## src/rtl/spsc_pkg.sv

```systemverilog
// ============================================================================
// spsc_pkg
// Shared types and constants of the slot pool stack channel.
// ============================================================================
package spsc_pkg;

    localparam int DEPTH_DEF   = 16;
    localparam int DATA_W_DEF  = 32;
    localparam int ITEM_W      = 32;
    localparam int CFG_W       = 5;
    localparam int SLOTS_RESET = 16;

    typedef enum logic [0:0] {
        KIND_PUSH = 1'b0,
        KIND_POP  = 1'b1
    } t_kind;

endpackage

```

## src/rtl/spsc_if.sv

```systemverilog
// ============================================================================
// spsc_in_if / spsc_out_if
// Valid/ready channels for access requests and access results.
// ============================================================================
interface spsc_in_if;
    logic                              valid;
    logic                              ready;
    spsc_pkg::t_kind                   kind;
    logic [spsc_pkg::ITEM_W-1:0]       item_data;

    modport source (output valid, output kind, output item_data, input ready);
    modport sink   (input valid, input kind, input item_data, output ready);
endinterface

interface spsc_out_if;
    logic                              valid;
    logic                              ready;
    logic                              done_res;
    logic [spsc_pkg::ITEM_W-1:0]       read_data;
    logic                              woke_consumer;
    logic                              woke_producer;

    modport source (output valid, output done_res, output read_data,
                    output woke_consumer, output woke_producer, input ready);
    modport sink   (input valid, input done_res, input read_data,
                    input woke_consumer, input woke_producer, output ready);
endinterface

```

## src/rtl/spsc_ram.sv

```systemverilog
// ============================================================================
// spsc_ram
// Generic simple dual-port RAM with one write port and a registered read.
// ============================================================================
module spsc_ram #(
    parameter int WIDTH = 32,
    parameter int DEPTH = 16,
    localparam int ADDR_W = (DEPTH > 1) ? $clog2(DEPTH) : 1
) (
    input  logic              i_clk,
    input  logic              i_we,
    input  logic [ADDR_W-1:0] i_waddr,
    input  logic [WIDTH-1:0]  i_wdata,
    input  logic [ADDR_W-1:0] i_raddr,
    output logic [WIDTH-1:0]  o_rdata
);

    logic [WIDTH-1:0] r_mem [DEPTH];
    logic [WIDTH-1:0] r_rdata;

    always_ff @(posedge i_clk) begin
        if (i_we) begin
            r_mem[i_waddr] <= i_wdata;
        end
        r_rdata <= r_mem[i_raddr];
    end

    assign o_rdata = r_rdata;

endmodule

```

## src/rtl/slot_pool_stack_channel.sv

```systemverilog
// ============================================================================
// slot_pool_stack_channel
// Bounded LIFO channel of data slots kept on a free list and a used stack.
// ============================================================================
// A successful push or pop reads the link memory in the cycle the transaction
// is accepted, and the new head and the link write-back follow in the next
// cycle. A failed try on a full or empty channel writes its result straight
// into the output register. One access is in work at a time; the result
// waits there, and the next transaction is taken once that register is free or
// drains in the same cycle. Both lists share one link memory, since a slot is
// on at most one of them. Slots never handed out since the last slot count
// write are tracked by a fill counter, so neither reset nor a slot count write
// needs a clearing pass and both take effect at once.
module slot_pool_stack_channel #(
    parameter int DEPTH  = spsc_pkg::DEPTH_DEF,
    parameter int DATA_W = spsc_pkg::DATA_W_DEF
) (
    input  logic                       i_clk,
    input  logic                       i_rst_n,
    input  logic                       i_cfg_we,
    input  logic [spsc_pkg::CFG_W-1:0] i_cfg_wdata,
    spsc_in_if.sink                    i_in,
    spsc_out_if.source                 o_out
);

    localparam int LINK_W = $clog2(DEPTH + 1);
    localparam int IDX_W  = (DEPTH > 1) ? $clog2(DEPTH) : 1;

    typedef enum logic [1:0] {
        ST_IDLE = 2'b01,
        ST_EXEC = 2'b10
    } t_state;

    t_state              r_state, n_state;
    logic [LINK_W-1:0]   r_free_head, n_free_head;
    logic [LINK_W-1:0]   r_used_head, n_used_head;
    logic [LINK_W-1:0]   r_fill, n_fill;
    logic [LINK_W-1:0]   r_count, n_count;
    logic [LINK_W-1:0]   r_slot, n_slot;
    spsc_pkg::t_kind     r_kind, n_kind;
    logic                r_from_list, n_from_list;

    logic                r_out_valid, n_out_valid;
    logic                r_done, n_done;
    logic [spsc_pkg::ITEM_W-1:0] r_read_data, n_read_data;
    logic                r_woke_cons, n_woke_cons;
    logic                r_woke_prod, n_woke_prod;

    logic                in_fire;
    logic [LINK_W-1:0]   cfg_count;
    logic [LINK_W-1:0]   slot_a;
    logic [IDX_W-1:0]    raddr;
    logic                link_we;
    logic [IDX_W-1:0]    link_waddr;
    logic [LINK_W-1:0]   link_wdata;
    logic [LINK_W-1:0]   link_rdata;
    logic                data_we;
    logic [DATA_W-1:0]   data_rdata;

    assign i_in.ready = (r_state == ST_IDLE) && (!r_out_valid || o_out.ready);
    assign in_fire    = i_in.valid && i_in.ready;

    always_comb begin
        if (int'(i_cfg_wdata) > DEPTH) begin
            cfg_count = LINK_W'(DEPTH);
        end else begin
            cfg_count = LINK_W'(i_cfg_wdata);
        end
    end

    always_comb begin
        n_state     = r_state;
        n_free_head = r_free_head;
        n_used_head = r_used_head;
        n_fill      = r_fill;
        n_count     = r_count;
        n_slot      = r_slot;
        n_kind      = r_kind;
        n_from_list = r_from_list;
        n_out_valid = r_out_valid && !o_out.ready;
        n_done      = r_done;
        n_read_data = r_read_data;
        n_woke_cons = r_woke_cons;
        n_woke_prod = r_woke_prod;
        slot_a      = '0;
        data_we     = 1'b0;
        link_we     = 1'b0;
        link_waddr  = IDX_W'(r_slot - 1'b1);
        link_wdata  = '0;

        unique case (r_state)
            ST_IDLE: begin
                if (in_fire) begin
                    n_kind = i_in.kind;
                    if (i_in.kind == spsc_pkg::KIND_PUSH) begin
                        if (r_free_head != '0) begin
                            slot_a      = r_free_head;
                            n_from_list = 1'b1;
                        end else if (r_fill < r_count) begin
                            slot_a      = r_fill + 1'b1;
                            n_fill      = r_fill + 1'b1;
                            n_from_list = 1'b0;
                        end
                        data_we = (slot_a != '0);
                    end else begin
                        slot_a = r_used_head;
                    end
                    n_slot = slot_a;
                    if (slot_a != '0) begin
                        n_state = ST_EXEC;
                    end else begin
                        n_out_valid = 1'b1;
                        n_done      = 1'b0;
                        n_read_data = '0;
                        n_woke_cons = 1'b0;
                        n_woke_prod = 1'b0;
                    end
                end
            end
            ST_EXEC: begin
                n_state     = ST_IDLE;
                link_we     = 1'b1;
                n_out_valid = 1'b1;
                n_done      = 1'b1;
                if (r_kind == spsc_pkg::KIND_PUSH) begin
                    if (r_from_list) begin
                        n_free_head = link_rdata;
                    end
                    link_wdata  = r_used_head;
                    n_used_head = r_slot;
                    n_read_data = '0;
                    n_woke_cons = (r_used_head == '0);
                    n_woke_prod = 1'b0;
                end else begin
                    n_used_head = link_rdata;
                    link_wdata  = r_free_head;
                    n_free_head = r_slot;
                    n_read_data = spsc_pkg::ITEM_W'(data_rdata);
                    n_woke_cons = 1'b0;
                    n_woke_prod = (r_free_head == '0) && (r_fill == r_count);
                end
            end
            default: begin
                n_state = ST_IDLE;
            end
        endcase

        if (i_cfg_we) begin
            n_count     = cfg_count;
            n_fill      = '0;
            n_free_head = '0;
            n_used_head = '0;
        end
    end

    assign raddr = IDX_W'(slot_a - 1'b1);

    always_ff @(posedge i_clk) begin
        if (!i_rst_n) begin
            r_state     <= ST_IDLE;
            r_free_head <= '0;
            r_used_head <= '0;
            r_fill      <= '0;
            r_count     <= (spsc_pkg::SLOTS_RESET > DEPTH) ? LINK_W'(DEPTH)
                                                          : LINK_W'(spsc_pkg::SLOTS_RESET);
            r_out_valid <= 1'b0;
        end else begin
            r_state     <= n_state;
            r_free_head <= n_free_head;
            r_used_head <= n_used_head;
            r_fill      <= n_fill;
            r_count     <= n_count;
            r_out_valid <= n_out_valid;
        end
    end

    always_ff @(posedge i_clk) begin
        r_slot      <= n_slot;
        r_kind      <= n_kind;
        r_from_list <= n_from_list;
        r_done      <= n_done;
        r_read_data <= n_read_data;
        r_woke_cons <= n_woke_cons;
        r_woke_prod <= n_woke_prod;
    end

    spsc_ram #(
        .WIDTH (LINK_W),
        .DEPTH (DEPTH)
    ) u_link_ram (
        .i_clk   (i_clk),
        .i_we    (link_we),
        .i_waddr (link_waddr),
        .i_wdata (link_wdata),
        .i_raddr (raddr),
        .o_rdata (link_rdata)
    );

    spsc_ram #(
        .WIDTH (DATA_W),
        .DEPTH (DEPTH)
    ) u_data_ram (
        .i_clk   (i_clk),
        .i_we    (data_we),
        .i_waddr (raddr),
        .i_wdata (DATA_W'(i_in.item_data)),
        .i_raddr (raddr),
        .o_rdata (data_rdata)
    );

    assign o_out.valid         = r_out_valid;
    assign o_out.done_res      = r_done;
    assign o_out.read_data     = r_read_data;
    assign o_out.woke_consumer = r_woke_cons;
    assign o_out.woke_producer = r_woke_prod;

endmodule
```

## src/flat_wrapper.sv

```systemverilog
// flat-port wrapper written by rule: the top's interface ports become plain ports
module slot_pool_stack_channel_flat 
#(
    parameter int DEPTH  = spsc_pkg::DEPTH_DEF,
    parameter int DATA_W = spsc_pkg::DATA_W_DEF
)
  (i_clk, i_rst_n, i_cfg_we, i_cfg_wdata, i_in_valid, i_in_kind, i_in_item_data, i_in_ready, o_out_valid, o_out_done_res, o_out_read_data, o_out_woke_consumer, o_out_woke_producer, o_out_ready);
  spsc_in_if i_in_i ();
  spsc_out_if o_out_i ();
  input  logic i_clk;
  input  logic i_rst_n;
  input  logic i_cfg_we;
  input  logic [spsc_pkg::CFG_W-1:0] i_cfg_wdata;
  input wire logic [$bits(i_in_i.valid)-1:0] i_in_valid;
  input wire logic [$bits(i_in_i.kind)-1:0] i_in_kind;
  input wire logic [$bits(i_in_i.item_data)-1:0] i_in_item_data;
  output wire logic [$bits(i_in_i.ready)-1:0] i_in_ready;
  output wire logic [$bits(o_out_i.valid)-1:0] o_out_valid;
  output wire logic [$bits(o_out_i.done_res)-1:0] o_out_done_res;
  output wire logic [$bits(o_out_i.read_data)-1:0] o_out_read_data;
  output wire logic [$bits(o_out_i.woke_consumer)-1:0] o_out_woke_consumer;
  output wire logic [$bits(o_out_i.woke_producer)-1:0] o_out_woke_producer;
  input wire logic [$bits(o_out_i.ready)-1:0] o_out_ready;
  assign i_in_i.valid = i_in_valid;
  assign i_in_i.kind = i_in_kind;
  assign i_in_i.item_data = i_in_item_data;
  assign i_in_ready = i_in_i.ready;
  assign o_out_valid = o_out_i.valid;
  assign o_out_done_res = o_out_i.done_res;
  assign o_out_read_data = o_out_i.read_data;
  assign o_out_woke_consumer = o_out_i.woke_consumer;
  assign o_out_woke_producer = o_out_i.woke_producer;
  assign o_out_i.ready = o_out_ready;
  slot_pool_stack_channel #(.DEPTH(DEPTH), .DATA_W(DATA_W)) u_core (.i_clk(i_clk), .i_rst_n(i_rst_n), .i_cfg_we(i_cfg_we), .i_cfg_wdata(i_cfg_wdata), .i_in(i_in_i), .o_out(o_out_i));
endmodule
```

## config.mk

```make
export PLATFORM = sky130hd
export DESIGN_NAME = slot_pool_stack_channel_flat
export DESIGN_NICKNAME = d
export VERILOG_FILES = /design/src/rtl/spsc_pkg.sv /design/src/rtl/spsc_if.sv /design/src/rtl/spsc_ram.sv /design/src/rtl/slot_pool_stack_channel.sv /design/src/flat_wrapper.sv
export SDC_FILE = /design/constraint.sdc
export NUM_CORES = 1
export LEC_CHECK = 0
export BUFFER_PORTS_ARGS = -buffer_cell sky130_fd_sc_hd__buf_4
export CELL_PAD_IN_SITES_DETAIL_PLACEMENT = 1
export CELL_PAD_IN_SITES_GLOBAL_PLACEMENT = 2
export CORE_MARGIN = 1.5
export CORE_UTILIZATION = 49
export CTS_CLUSTER_DIAMETER = 80
export DETAILED_ROUTE_END_ITERATION = 7
export GPL_ROUTABILITY_DRIVEN = 0
export PLACE_DENSITY = 0.83
export SKIP_LAST_GASP = 1
export SYNTH_ARGS = -nofsm -noshare
export SYNTH_HDL_FRONTEND = slang
export SYNTH_SLANG_ARGS = --single-unit
export TNS_END_PERCENT = 1
```

## constraint.sdc

```tcl
create_clock -name i_clk -period 7.07 [get_ports i_clk]
set_input_delay 0.707 -clock i_clk [delete_from_list [all_inputs] [get_ports i_clk]]
set_output_delay 0.707 -clock i_clk [all_outputs]
set_load 0.02 [all_outputs]
```

; ---- Word level (Yosys, flattened, before mapping)
; Memories as Yosys holds them, arrays and structs flattened. A register that Yosys moved wholly into a read port is not among the register bits.
; Index checks and enable logic that the tools add are counted.
[totals]
register_bits = 65
ramBits = 592
input_bits = 43
wordCells = 90
memories = 2
[memory_table]
columns = name, words, width, rd, rd_ports_with_merged_regs, write_ports, line
row1 = u_core.u_data_ram.r_mem, 16, 32, 1, 1, 1, spsc_ram.sv:18  ; logic [WIDTH-1:0] r_mem [DEPTH];
row2 = u_core.u_link_ram.r_mem, 16, 5, 1, 1, 1, spsc_ram.sv:18
[classes]
add_sub_neg = 3
magnitude_cmp = 2
n_eq_ne = 5
mux = 39
n_bitwise = 3
reduce_logical = 23
[op_table]
columns = operator, count
row1 = 32-bit 2-to-1 mux, 3
row2 = 5-bit 2-to-1 mux, 14
row3 = 32-bit one-hot mux with 2 select lines, 1
row4 = 1-bit 2-to-1 mux, 15
row5 = 5-bit nonzero test, 3
row6 = 5-bit logical NOT, 2
row7 = 4-bit 2-to-1 mux, 2
row8 = 1-bit one-hot mux with 2 select lines, 4
row9 = 2-bit AND reduction, 4
row10 = 4-bit by 1-bit subtractor with 4-bit output (second input constant), 2
row11 = 2-bit nonzero test, 3
row12 = 5-bit by 1-bit adder with 5-bit output (second input constant), 1
row13 = 5-bit equality test, 1
row14 = 5-bit greater-than comparator (second input constant), 1
row15 = 5-bit less-than comparator, 1
row16 = 5-bit AND reduction, 1
row17 = 1-bit logical AND, 4
row18 = 4-bit AND reduction, 1
row19 = 1-bit inverter, 3
row20 = 3-bit AND reduction, 1
row21 = 2-bit by 1-bit equality test with 1-bit output (second input constant), 1
row22 = 2-bit equality test (second input constant), 1
row23 = 1-bit logical NOT, 2
row24 = 2-bit by 1-bit inequality test with 1-bit output (second input constant), 1
row25 = 3 further kinds, 3

; ---- Depth between registers and ports, before layout
; Gate-level depths: netlist of the first run.
[logic_depth]
ltp_word = 13
mapped_depth = 14

; ---- Hierarchy
; Synthesis of the first run repeated with hierarchy kept, for this count alone.
[unflattened]
cells_unflattened = 1282
hier_area_um2 = 26187.6
[by_module_without_submodules]
columns = mod, n_inst, cells_each, area_each_um2, seq_area_each_um2
row1 = spsc_ram (u_core.u_data_ram), 1, 838, 19835.3, 16015.4
row2 = spsc_ram (u_core.u_link_ram), 1, 155, 3213.1, 2502.4
row3 = slot_pool_stack_channel, 1, 289, 3139.3, 1721.7

; ---- Worst setup path after synthesis of the first run
; Ideal clock, no wire load.
[synth_path]
kind = in2reg
start = in o_out_ready
end = mem u_core.u_data_ram.r_mem[12][0] (enable)
arrival_time_ps = 5131
t_required_ps = 6602
path_slack_ps = 1471
cell_stages = 12
path_buffers = 3
cell_sequence = nand2b_1 > and2_1 > nand2_1 > inv_2 > and3_2 > inv_2 > buf_6 > buf_6 > ha_1 > xor2_1 > clkbuf_1 > nor3b_1
[synth_between]
elab_chain_cells = 7
elab_cells_between_ends = 10
[synth_rtl]
columns = item, line
row1 = "start, declared", flat_wrapper.sv:23  ; input wire logic [$bits(o_out_i.ready)-1:0] o_out_ready;
row2 = 1-bit logical OR *, slot_pool_stack_channel.sv:60  ; assign i_in.ready = (r_state == ST_IDLE) && (!r_out_valid || o_out.ready);
row3 = 1-bit logical AND *, slot_pool_stack_channel.sv:60
row4 = via i_in_ready, flat_wrapper.sv:17  ; output wire logic [$bits(i_in_i.ready)-1:0] i_in_ready;
row5 = 1-bit logical AND *, slot_pool_stack_channel.sv:61  ; assign in_fire = i_in.valid && i_in.ready;
row6 = "parallel branches: the longest is 4 deep, another holds 4-bit by 1-bit subtractor with 4-bit output", n/a
row7 = "end, declared", spsc_ram.sv:18
; Mark *: on every way through the listed nets, which the timed path passes.

; ---- Worst setup path in the final report of the first run
[layout_path]
start = reg u_core.r_fill[2]
end = mem u_core.u_data_ram.r_mem[3][11] (enable)
[layout_between]
elab_chain_cells = 12
elab_cells_between_ends = 19
[layout_rtl]
columns = item, line
row1 = "start, declared", slot_pool_stack_channel.sv:37  ; logic [LINK_W-1:0] r_fill, n_fill;
row2 = "start signal, assigned", slot_pool_stack_channel.sv:171  ; r_fill <= n_fill;
row3 = 5-bit by 1-bit adder with 5-bit output or 5-bit less-than comparator (tied branches), "slot_pool_stack_channel.sv:100, slot_pool_stack_channel.sv:99"
row4 = 5-bit 2-to-1 mux *, slot_pool_stack_channel.sv:99  ; end else if (r_fill < r_count) begin
row5 = 5-bit 2-to-1 mux *, slot_pool_stack_channel.sv:96  ; if (r_free_head != '0) begin
row6 = 5-bit 2-to-1 mux *, slot_pool_stack_channel.sv:95  ; if (i_in.kind == spsc_pkg::KIND_PUSH) begin
row7 = 5-bit 2-to-1 mux *, slot_pool_stack_channel.sv:93  ; if (in_fire) begin
row8 = 5-bit 2-to-1 mux *, slot_pool_stack_channel.sv:91  ; unique case (r_state)
row9 = 5-bit 2-to-1 mux or 5-bit nonzero test (tied branches), "slot_pool_stack_channel.sv:95, slot_pool_stack_channel.sv:104"
row10 = 5-bit 2-to-1 mux or 1-bit 2-to-1 mux (tied branches), "slot_pool_stack_channel.sv:93, slot_pool_stack_channel.sv:95"
row11 = 5-bit 2-to-1 mux or 1-bit 2-to-1 mux (tied branches), "slot_pool_stack_channel.sv:91, slot_pool_stack_channel.sv:93"
row12 = 4-bit 2-to-1 mux or 1-bit 2-to-1 mux (tied branches), "slot_pool_stack_channel.sv:93, slot_pool_stack_channel.sv:91"
row13 = 4-bit 2-to-1 mux or 1-bit 2-to-1 mux (tied branches), "slot_pool_stack_channel.sv:91, spsc_ram.sv:22"
row14 = 4-bit by 1-bit subtractor with 4-bit output or 1-bit 2-to-1 mux (tied branches), "slot_pool_stack_channel.sv:156, spsc_ram.sv:23"
; Mark *: on every way between the ends. The rest lies on a longest branch, timed or not. The select of a mux whose other input is x is not followed.

==> results.yml, run 1 <==
outcome:
  outcome: "finished, final reports clean"
floorplanning:
  ioPinCount: 80
  start_util_pct: 49.44
  dieArea_mm2: 0.05559
  coreArea_mm2: 0.05371
  die-height_um: 235.8
  die_x_um: 235.8
  rows: 85
yosys:
  synth_cell_types: 43
  async_reset_ff_share_pct: 0
  netlist_instances: 1262
  synth_seq_cells: 694
  synth.most_common_cell: "edfxtp_1"
  synth_flop_cell: "edfxtp_1"
  synth.yosys.seq_area_share_pct: 76.22
  synth_top_cell_by_area: "edfxtp_1"
  synth_edf_count: 634
  synth_area_mm2: 0.02655
  ys_warn_count: 0
  synth_fp_nets: 1318
  synth_top_area_share_pct: 71.70
  synth_area_leaders: "edfxtp_1, mux4_2, mux2i_1"
  syn_area_per_cell_um2: 21.04
  synthTopCellsByCount: "edfxtp_1, mux4_2, mux2i_1, dfxtp_1, nor2_1"
layout:
  layoutNonFillerInstCount: 2123
  finish.utilization_pct: 56.36
  areaGrowthSynthToFinish_pct: 14.00
  drive_above_1_share_pct: 26.02
  finalNetCount: 1427
  final_cell_area_mm2: 0.03027
cts:
  cts_made_buffers: 71
  cts-htree-levels: 3
  cts_sinks: 694
  cts_tree: "yes"
  cts-resized-gates: 0
  root_buffer: "clkbuf_16"
  clk_pin_slew_ns: 0.06
  clkLatencyLatePin_ns: 0.61
  clock_tree.buffer_depth: 3
  postCtsHoldBufs: 0
  cts_setup_buffers: 0
detailed_routing:
  dr.first_iter.drc_count: 1030
  drc: 0
  drt_pass1_iterations: 7
  ant_nets: 0
  routed_via_density: 5.871
  routed_wl_um: 56420
  vias: 12464
  route.detailed.wl_per_inst_um: 26.58
power:
  ir_drop_mv: 0.2193
  p_leak_nw: 10.61
  cellPowerDensity_mw_per_mm2: 311.5
sta:
  fin_crit_sh_pct: 69.19
  max_freq_ghz: 0.2044
  rsz0062_at_grt: "false"
  whs_ns: 0.3580
  tns_ns: 0
  fin_skew_ns: 0.02085
  worst_pin_slew_ns: 1.327
  fin_crit_ns: 4.891
  slew_viol_final: 0
  setup_viol: 0
  hold_viol_final: 0
  slew_headroom_pct: 11.30
critical_path:
  cp.required_ns: 7.28
  slowest_stage: "nor2_4"
  cp_top_family: "simple AND/OR/NAND/NOR gates"
  crit_type: "flop to flop"
  endpoint_kind: "flop"
  cp-start-kind: "flop"
  r2r_start: "u_core.r_fill[2]$_SDFFE_PP0P_"
  ff2ff_setup_slack_ns: 2.18
  critPathBufInv: 1
  max_stage_delay_ns: 1.15
  r2r_end: "u_core.u_data_ram.r_mem[3][11]$_DFFE_PP_"
  reg2reg_depth: 10
  path_cells: "ha_1 > nand4_1 > o221ai_1 > o31ai_1 > and3_2 > inv_8 > ha_1 > xor2_4 > nand4_1 > nor2_4"
  crit_arrival_ns: 5.10
  path_max_fanout: 57
placed_design:
  post-place-cells: 1994
  portBuffers: 79
  detailed_place.area_mm2: 0.02799
  dp_hpwl_um: 32010
min_path:
  hold_path_startpoint: "i_rst_n"
  holdPathStages: 2
  hold_class: "input port to flop"
  hold_end: "u_core.r_count[4]$_SDFFE_PN1P_"
global_route:
  grt_max_degree: 96
  grt_usage_pct: 20.84
  antenna_found_initial: 3
  overflow: 0
  grt_pass1_wl_um: 85650
  grt_pass1_vias: 13517
job:
  cap_violations: 0
-- flip-flops by register name, summed over array words and instances, names as in the netlist, 2 cells and up --
register / flops
u_core.o_out.read_data: 32
u_core.r_count: 5
u_core.r_fill: 5
u_core.r_free_head: 5
u_core.r_slot: 5
u_core.r_state: 2
u_core.r_used_head: 5
u_core.u_data_ram.o_rdata: 32
u_core.u_data_ram.r_mem: 512
u_core.u_link_ram.o_rdata: 5
u_core.u_link_ram.r_mem: 80
-- cells in the final DEF (no fill, tap or decap), drive strengths merged, types with 3 or more instances in the layout --
master | synthesis | final
a211oi | 11 | 11
a21oi | 6 | 6
and2 | 7 | 7
and3 | 33 | 33
buf | 29 | 100
bufinv | 0 | 4
clkbuf | 35 | 101
clkinv | 0 | 19
dfxtp | 60 | 60
edfxtp | 634 | 634
ha | 13 | 13
inv | 15 | 18
mux2i | 127 | 127
mux4 | 148 | 148
nand2 | 20 | 20
nand2b | 11 | 11
nand3 | 8 | 8
nand4 | 3 | 3
nor2 | 43 | 43
nor3 | 15 | 15
nor3b | 4 | 4
nor4 | 4 | 4
o21ai | 5 | 5
o31ai | 4 | 4
or3 | 4 | 4
xor2 | 7 | 7
-- routing by layer --
layer | global-route usage [%] | routed length (µm) | part of all wire (%)
met3 | 3.850 | 2807 | 5.0
met5 | 0 | 8 | 0.014
met4 | 5.142 | 1003 | 1.8
met1 | 28.88 | 24550 | 44
met2 | 34.53 | 28050 | 50
-- stage by stage --
step	setup slack [ns]	power [mW]
2_1_floorplan	1.471	5.494
3_3_place_gp	2.304	5.835
3_5_place_dp	2.029	5.874
4_1_cts	2.086	9.526
5_1_grt	1.810	9.720
6_report	2.179	9.430
-- layout make-up --
type	count	area (µm²)
Antenna cell	1	2.502
Clock buffer	101	2022
Clock inverter	27	251.5
Fill cell	4550	23440
Inverter	15	63.81
Multi-Input combinational cell	489	6057
Sequential cell	694	20240
Tap cell	696	870.8
Timing Repair Buffer	100	763.2
-- cells by family (layout without fill, tap and decap cells) --
| kind of cell | after synthesis | in the layout | synth area share, % |
|---|---|---|---|
| AOI/OAI and AO/OA | 35 | 35 | 0.8859 |
| xor gates and xnor gates | 9 | 9 | 0.2969 |
| adders and majority gates | 13 | 13 | 0.6126 |
| buffers and inverters | 79 | 243 | 1.597 |
| DFF | 694 | 694 | 76.22 |
| muxes | 276 | 276 | 17.38 |
| other | 0 | 1 | 0 |
| and+or+nand+nor | 156 | 156 | 3.002 |
-- worst reg2reg max path, cell delays in order, from the launching register on --
cell and delay (ns):
dfxtp_1 0.40, ha_1 0.34, nand4_1 0.11, o221ai_1 0.53, o31ai_1 0.15, and3_2 0.29, inv_8 0.48, ha_1 0.39
xor2_4 0.23, nand4_1 0.41, nor2_4 1.15
-- power by group --
group,switching (mW),internal [mW],total (mW)
logic,0.614,0.435,1.05
registers,0.0621,4.66,4.72
clock network,1.51,2.14,3.66
-- worst max-delay path by stage --
stage	to	from	cells after the start	slack, ns
global route	u_core.u_data_ram.r_mem[2][8]$_DFFE_PP_	u_core.r_fill[2]$_SDFFE_PP0P_	10	1.81
detailed placement	u_core.u_data_ram.r_mem[3][6]$_DFFE_PP_	o_out_ready	11	2.03
global placement	u_core.u_data_ram.r_mem[0][11]$_DFFE_PP_	u_core.r_fill[2]$_SDFFE_PP0P_	10	2.30
finish	u_core.u_data_ram.r_mem[3][11]$_DFFE_PP_	u_core.r_fill[2]$_SDFFE_PP0P_	10	2.18
CTS	u_core.u_data_ram.r_mem[3][28]$_DFFE_PP_	u_core.r_fill[2]$_SDFFE_PP0P_	10	2.09
floorplan	u_core.u_data_ram.r_mem[12][0]$_DFFE_PP_	o_out_ready	12	1.47
No activity file was read; power rests on OpenSTA's default activity.
==> inputs of run 2 (changes only) <==
--- a/config.mk
+++ b/config.mk
@@ -5,15 +5,16 @@
 export SDC_FILE = /design/constraint.sdc
 export NUM_CORES = 1
 export LEC_CHECK = 0
+export ABC_AREA = 1
 export BUFFER_PORTS_ARGS = -buffer_cell sky130_fd_sc_hd__buf_4
 export CELL_PAD_IN_SITES_DETAIL_PLACEMENT = 1
 export CELL_PAD_IN_SITES_GLOBAL_PLACEMENT = 2
 export CORE_MARGIN = 1.5
-export CORE_UTILIZATION = 49
+export CORE_UTILIZATION = 41
 export CTS_CLUSTER_DIAMETER = 80
 export DETAILED_ROUTE_END_ITERATION = 7
 export GPL_ROUTABILITY_DRIVEN = 0
-export PLACE_DENSITY = 0.83
+export PLACE_DENSITY = 0.84
 export SKIP_LAST_GASP = 1
 export SYNTH_ARGS = -nofsm -noshare
 export SYNTH_HDL_FRONTEND = slang
==> constraint.sdc (replaced) <==
create_clock -name i_clk -period 4.8 [get_ports i_clk]
set_input_delay 0.48 -clock i_clk [delete_from_list [all_inputs] [get_ports i_clk]]
set_output_delay 0.48 -clock i_clk [all_outputs]
set_load 0.02 [all_outputs]
==> run 2 against run 1 <==
  * Non-clock buffer count rose by 26
  * Critical path depth is 5 higher
  * Design area up 18%
  * Final cell count grew 100%
  * Clock skew increased by 0.0030 ns
  * Sequential share of layout area shrank 10 points
  * Die area up 40%
  * Global-route usage is 2.4 points higher
  * Register-to-register slack worse by 1.4 ns
  * Power rose by 82%
  * Setup slack worse by 1.4 ns
  * Sequential cell count unchanged
  * Largest cell class unchanged
==> results.yml, run 2 <==
job:
  cap_violations: 0
yosys:
  synthTopCellsByCount: "nand2_1, inv_1, edfxtp_1, nand3_1, nand4_1"
  synth_fp_nets: 3239
  syn_area_per_cell_um2: 9.835
  netlist_instances: 3183
  synth.most_common_cell: "nand2_1"
  synth_cell_types: 35
  synth_area_leaders: "edfxtp_1, nand2_1, inv_1"
  ys_warn_count: 0
  synth_edf_count: 634
  synth_seq_cells: 694
  synth_flop_cell: "edfxtp_1"
  async_reset_ff_share_pct: 0
  synth_top_cell_by_area: "edfxtp_1"
  synth.yosys.seq_area_share_pct: 64.65
  synth_top_area_share_pct: 60.81
  synth_area_mm2: 0.03131
detailed_routing:
  routed_wl_um: 90240
  route.detailed.wl_per_inst_um: 21.29
  vias: 22394
  drc: 0
  ant_nets: 0
  drt_pass1_iterations: 5
  routed_via_density: 5.283
  dr.first_iter.drc_count: 1515
layout:
  final_cell_area_mm2: 0.03563
  largest_register_ffs: 512
  areaGrowthSynthToFinish_pct: 13.81
  finalNetCount: 3250
  final_cell_mix: "nand2_1, inv_1, edfxtp_1"
  final_common_cell: "nand2_1"
  finish.utilization_pct: 47.07
  reg.largest.list: "u_core.u_data_ram.r_mem (512), u_core.u_link_ram.r_mem (80)"
  drive_above_1_share_pct: 9.356
  top_register: "u_core.u_data_ram.r_mem"
  layoutNonFillerInstCount: 4239
placed_design:
  pre_cts_ws_ns: 0.8480
  detailed_place.area_mm2: 0.03296
  dp_hpwl_um: 51020
  post-place-cells: 4091
  portBuffers: 79
cts:
  cts-htree-levels: 3
  clk_pin_slew_ns: 0.07
  cts-resized-gates: 0
  cts_sinks: 694
  root_buffer: "clkbuf_16"
  clkLatencyLatePin_ns: 0.64
  cts_made_buffers: 79
  clock_tree.buffer_depth: 3
  cts_tree: "yes"
  postCtsHoldBufs: 0
  cts_setup_buffers: 0
min_path:
  hold_class: "input port to flop"
  holdPathStages: 3
  hold_end: "u_core.r_count[1]$_SDFFE_PN0P_"
  hold_path_startpoint: "i_cfg_wdata[1]"
critical_path:
  path_cells: "inv_1 > ha_1 > inv_2 > nor2_2 > nand2_1 > inv_8 > buf_4 > buf_4 > nand4_1 > nand3_1 > nand2_1 > nand2_1 > nand2_1 > nand2_1 > nand2_1"
  r2r_end: "u_core.u_data_ram.o_rdata[31]$_DFF_P_"
  r2r_start: "u_core.r_state[1]$_SDFFE_PN0P_"
  path_common_cell: "nand2_1"
  cp-start-kind: "flop"
  crit_type: "flop to flop"
  endpoint_kind: "flop"
  crit_arrival_ns: 4.50
  slowest_stage: "buf_4"
  cp_top_family: "buffers and inverters"
  ff2ff_setup_slack_ns: 0.80
  cp.required_ns: 5.30
  critPathBufInv: 5
  max_stage_delay_ns: 0.91
  reg2reg_depth: 15
  path_max_fanout: 94
outcome:
  outcome: "finished, final reports clean"
floorplanning:
  coreArea_mm2: 0.07570
  die_x_um: 279.3
  rows: 101
  start_util_pct: 41.36
  dieArea_mm2: 0.07802
  die-height_um: 279.3
  ioPinCount: 80
sta:
  worst_slack_ns: 0.8036
  fin_crit_sh_pct: 83.26
  fin_crit_ns: 3.996
  fin_skew_ns: 0.02390
  setup_viol: 0
  whs_ns: 0.06651
  slew_headroom_pct: 17.18
  slew_viol_final: 0
  rsz0062_at_grt: "false"
  hold_viol_final: 0
  tns_ns: 0
  max_freq_ghz: 0.2502
  worst_pin_slew_ns: 1.242
global_route:
  grt_max_degree: 195
  overflow: 0
  grt_usage_pct: 23.23
  antenna_found_initial: 3
  grt_pass1_wl_um: 140000
  grt_pass1_vias: 23495
power:
  ir_drop_mv: 0.2909
  cellPowerDensity_mw_per_mm2: 482.8
  p_leak_nw: 15.83
  total_power_mw: 17.20
## run 2: cells by family (layout without fill, tap and decap cells)
| group | count (synthesis) | in the layout | share of synthesized area (%) |
|---|---|---|---|
| compound gates | 44 | 44 | 0.9073 |
| xor+xnor | 4 | 4 | 0.1599 |
| fa+ha+maj | 13 | 13 | 0.5196 |
| buf+inv | 878 | 955 | 11.32 |
| flops | 694 | 694 | 64.65 |
| other cells | 0 | 1 | 0 |
| simple gates | 1550 | 1550 | 22.44 |
## run 2: routing by layer
layer  wire, µm  track usage (%)  share of wire [%]
met5          7                0             0.0078
met4       1597            6.299                1.8
met3       3746            2.877                4.2
met2      44020            39.16                 49
met1      40860            31.68                 45
## run 2: area by class of cell
cell class / instances / area (µm²)
fillers: 8299 / 40070
flip-flops and latches: 694 / 20240
multi-input cells: 1611 / 7756
inverters: 682 / 2571
clock buffers: 98 / 2162
well taps: 978 / 1224
repair buffers: 126 / 1171
clock inverters: 49 / 504.2
diodes: 1 / 2.502
## run 2: report_power, final
| group | switching [mW] | leakage, nW | total, mW | internal [mW] |
|---|---|---|---|---|
| sequential | 0.138 | 6.08 | 7.15 | 7.01 |
| combinational | 2.83 | 8.44 | 3.87 | 1.03 |
| clock | 2.57 | 1.31 | 6.19 | 3.62 |
## run 2: worst min-delay path, cell delays in order
cell	delay, ns
buf_4	0.08
nand2_1	0.04
o21ai_0	0.05
## run 2: how the worst max path moves through the flow
stage | depth (start not counted) | start | slack, ns | endpoint
floorplan | 17 | u_core.r_fill[2]$_SDFFE_PP0P_ | 0.31 | u_core.u_data_ram.r_mem[10][0]$_DFFE_PP_
global placement | 15 | u_core.r_state[1]$_SDFFE_PN0P_ | 0.85 | u_core.u_data_ram.o_rdata[31]$_DFF_P_
CTS | 15 | u_core.r_state[1]$_SDFFE_PN0P_ | 0.81 | u_core.u_data_ram.o_rdata[31]$_DFF_P_
global route | 15 | u_core.r_state[1]$_SDFFE_PN0P_ | 0.52 | u_core.u_data_ram.o_rdata[14]$_DFF_P_
detailed placement | 15 | u_core.r_state[1]$_SDFFE_PN0P_ | 0.85 | u_core.u_data_ram.o_rdata[31]$_DFF_P_
finish | 15 | u_core.r_state[1]$_SDFFE_PN0P_ | 0.80 | u_core.u_data_ram.o_rdata[31]$_DFF_P_
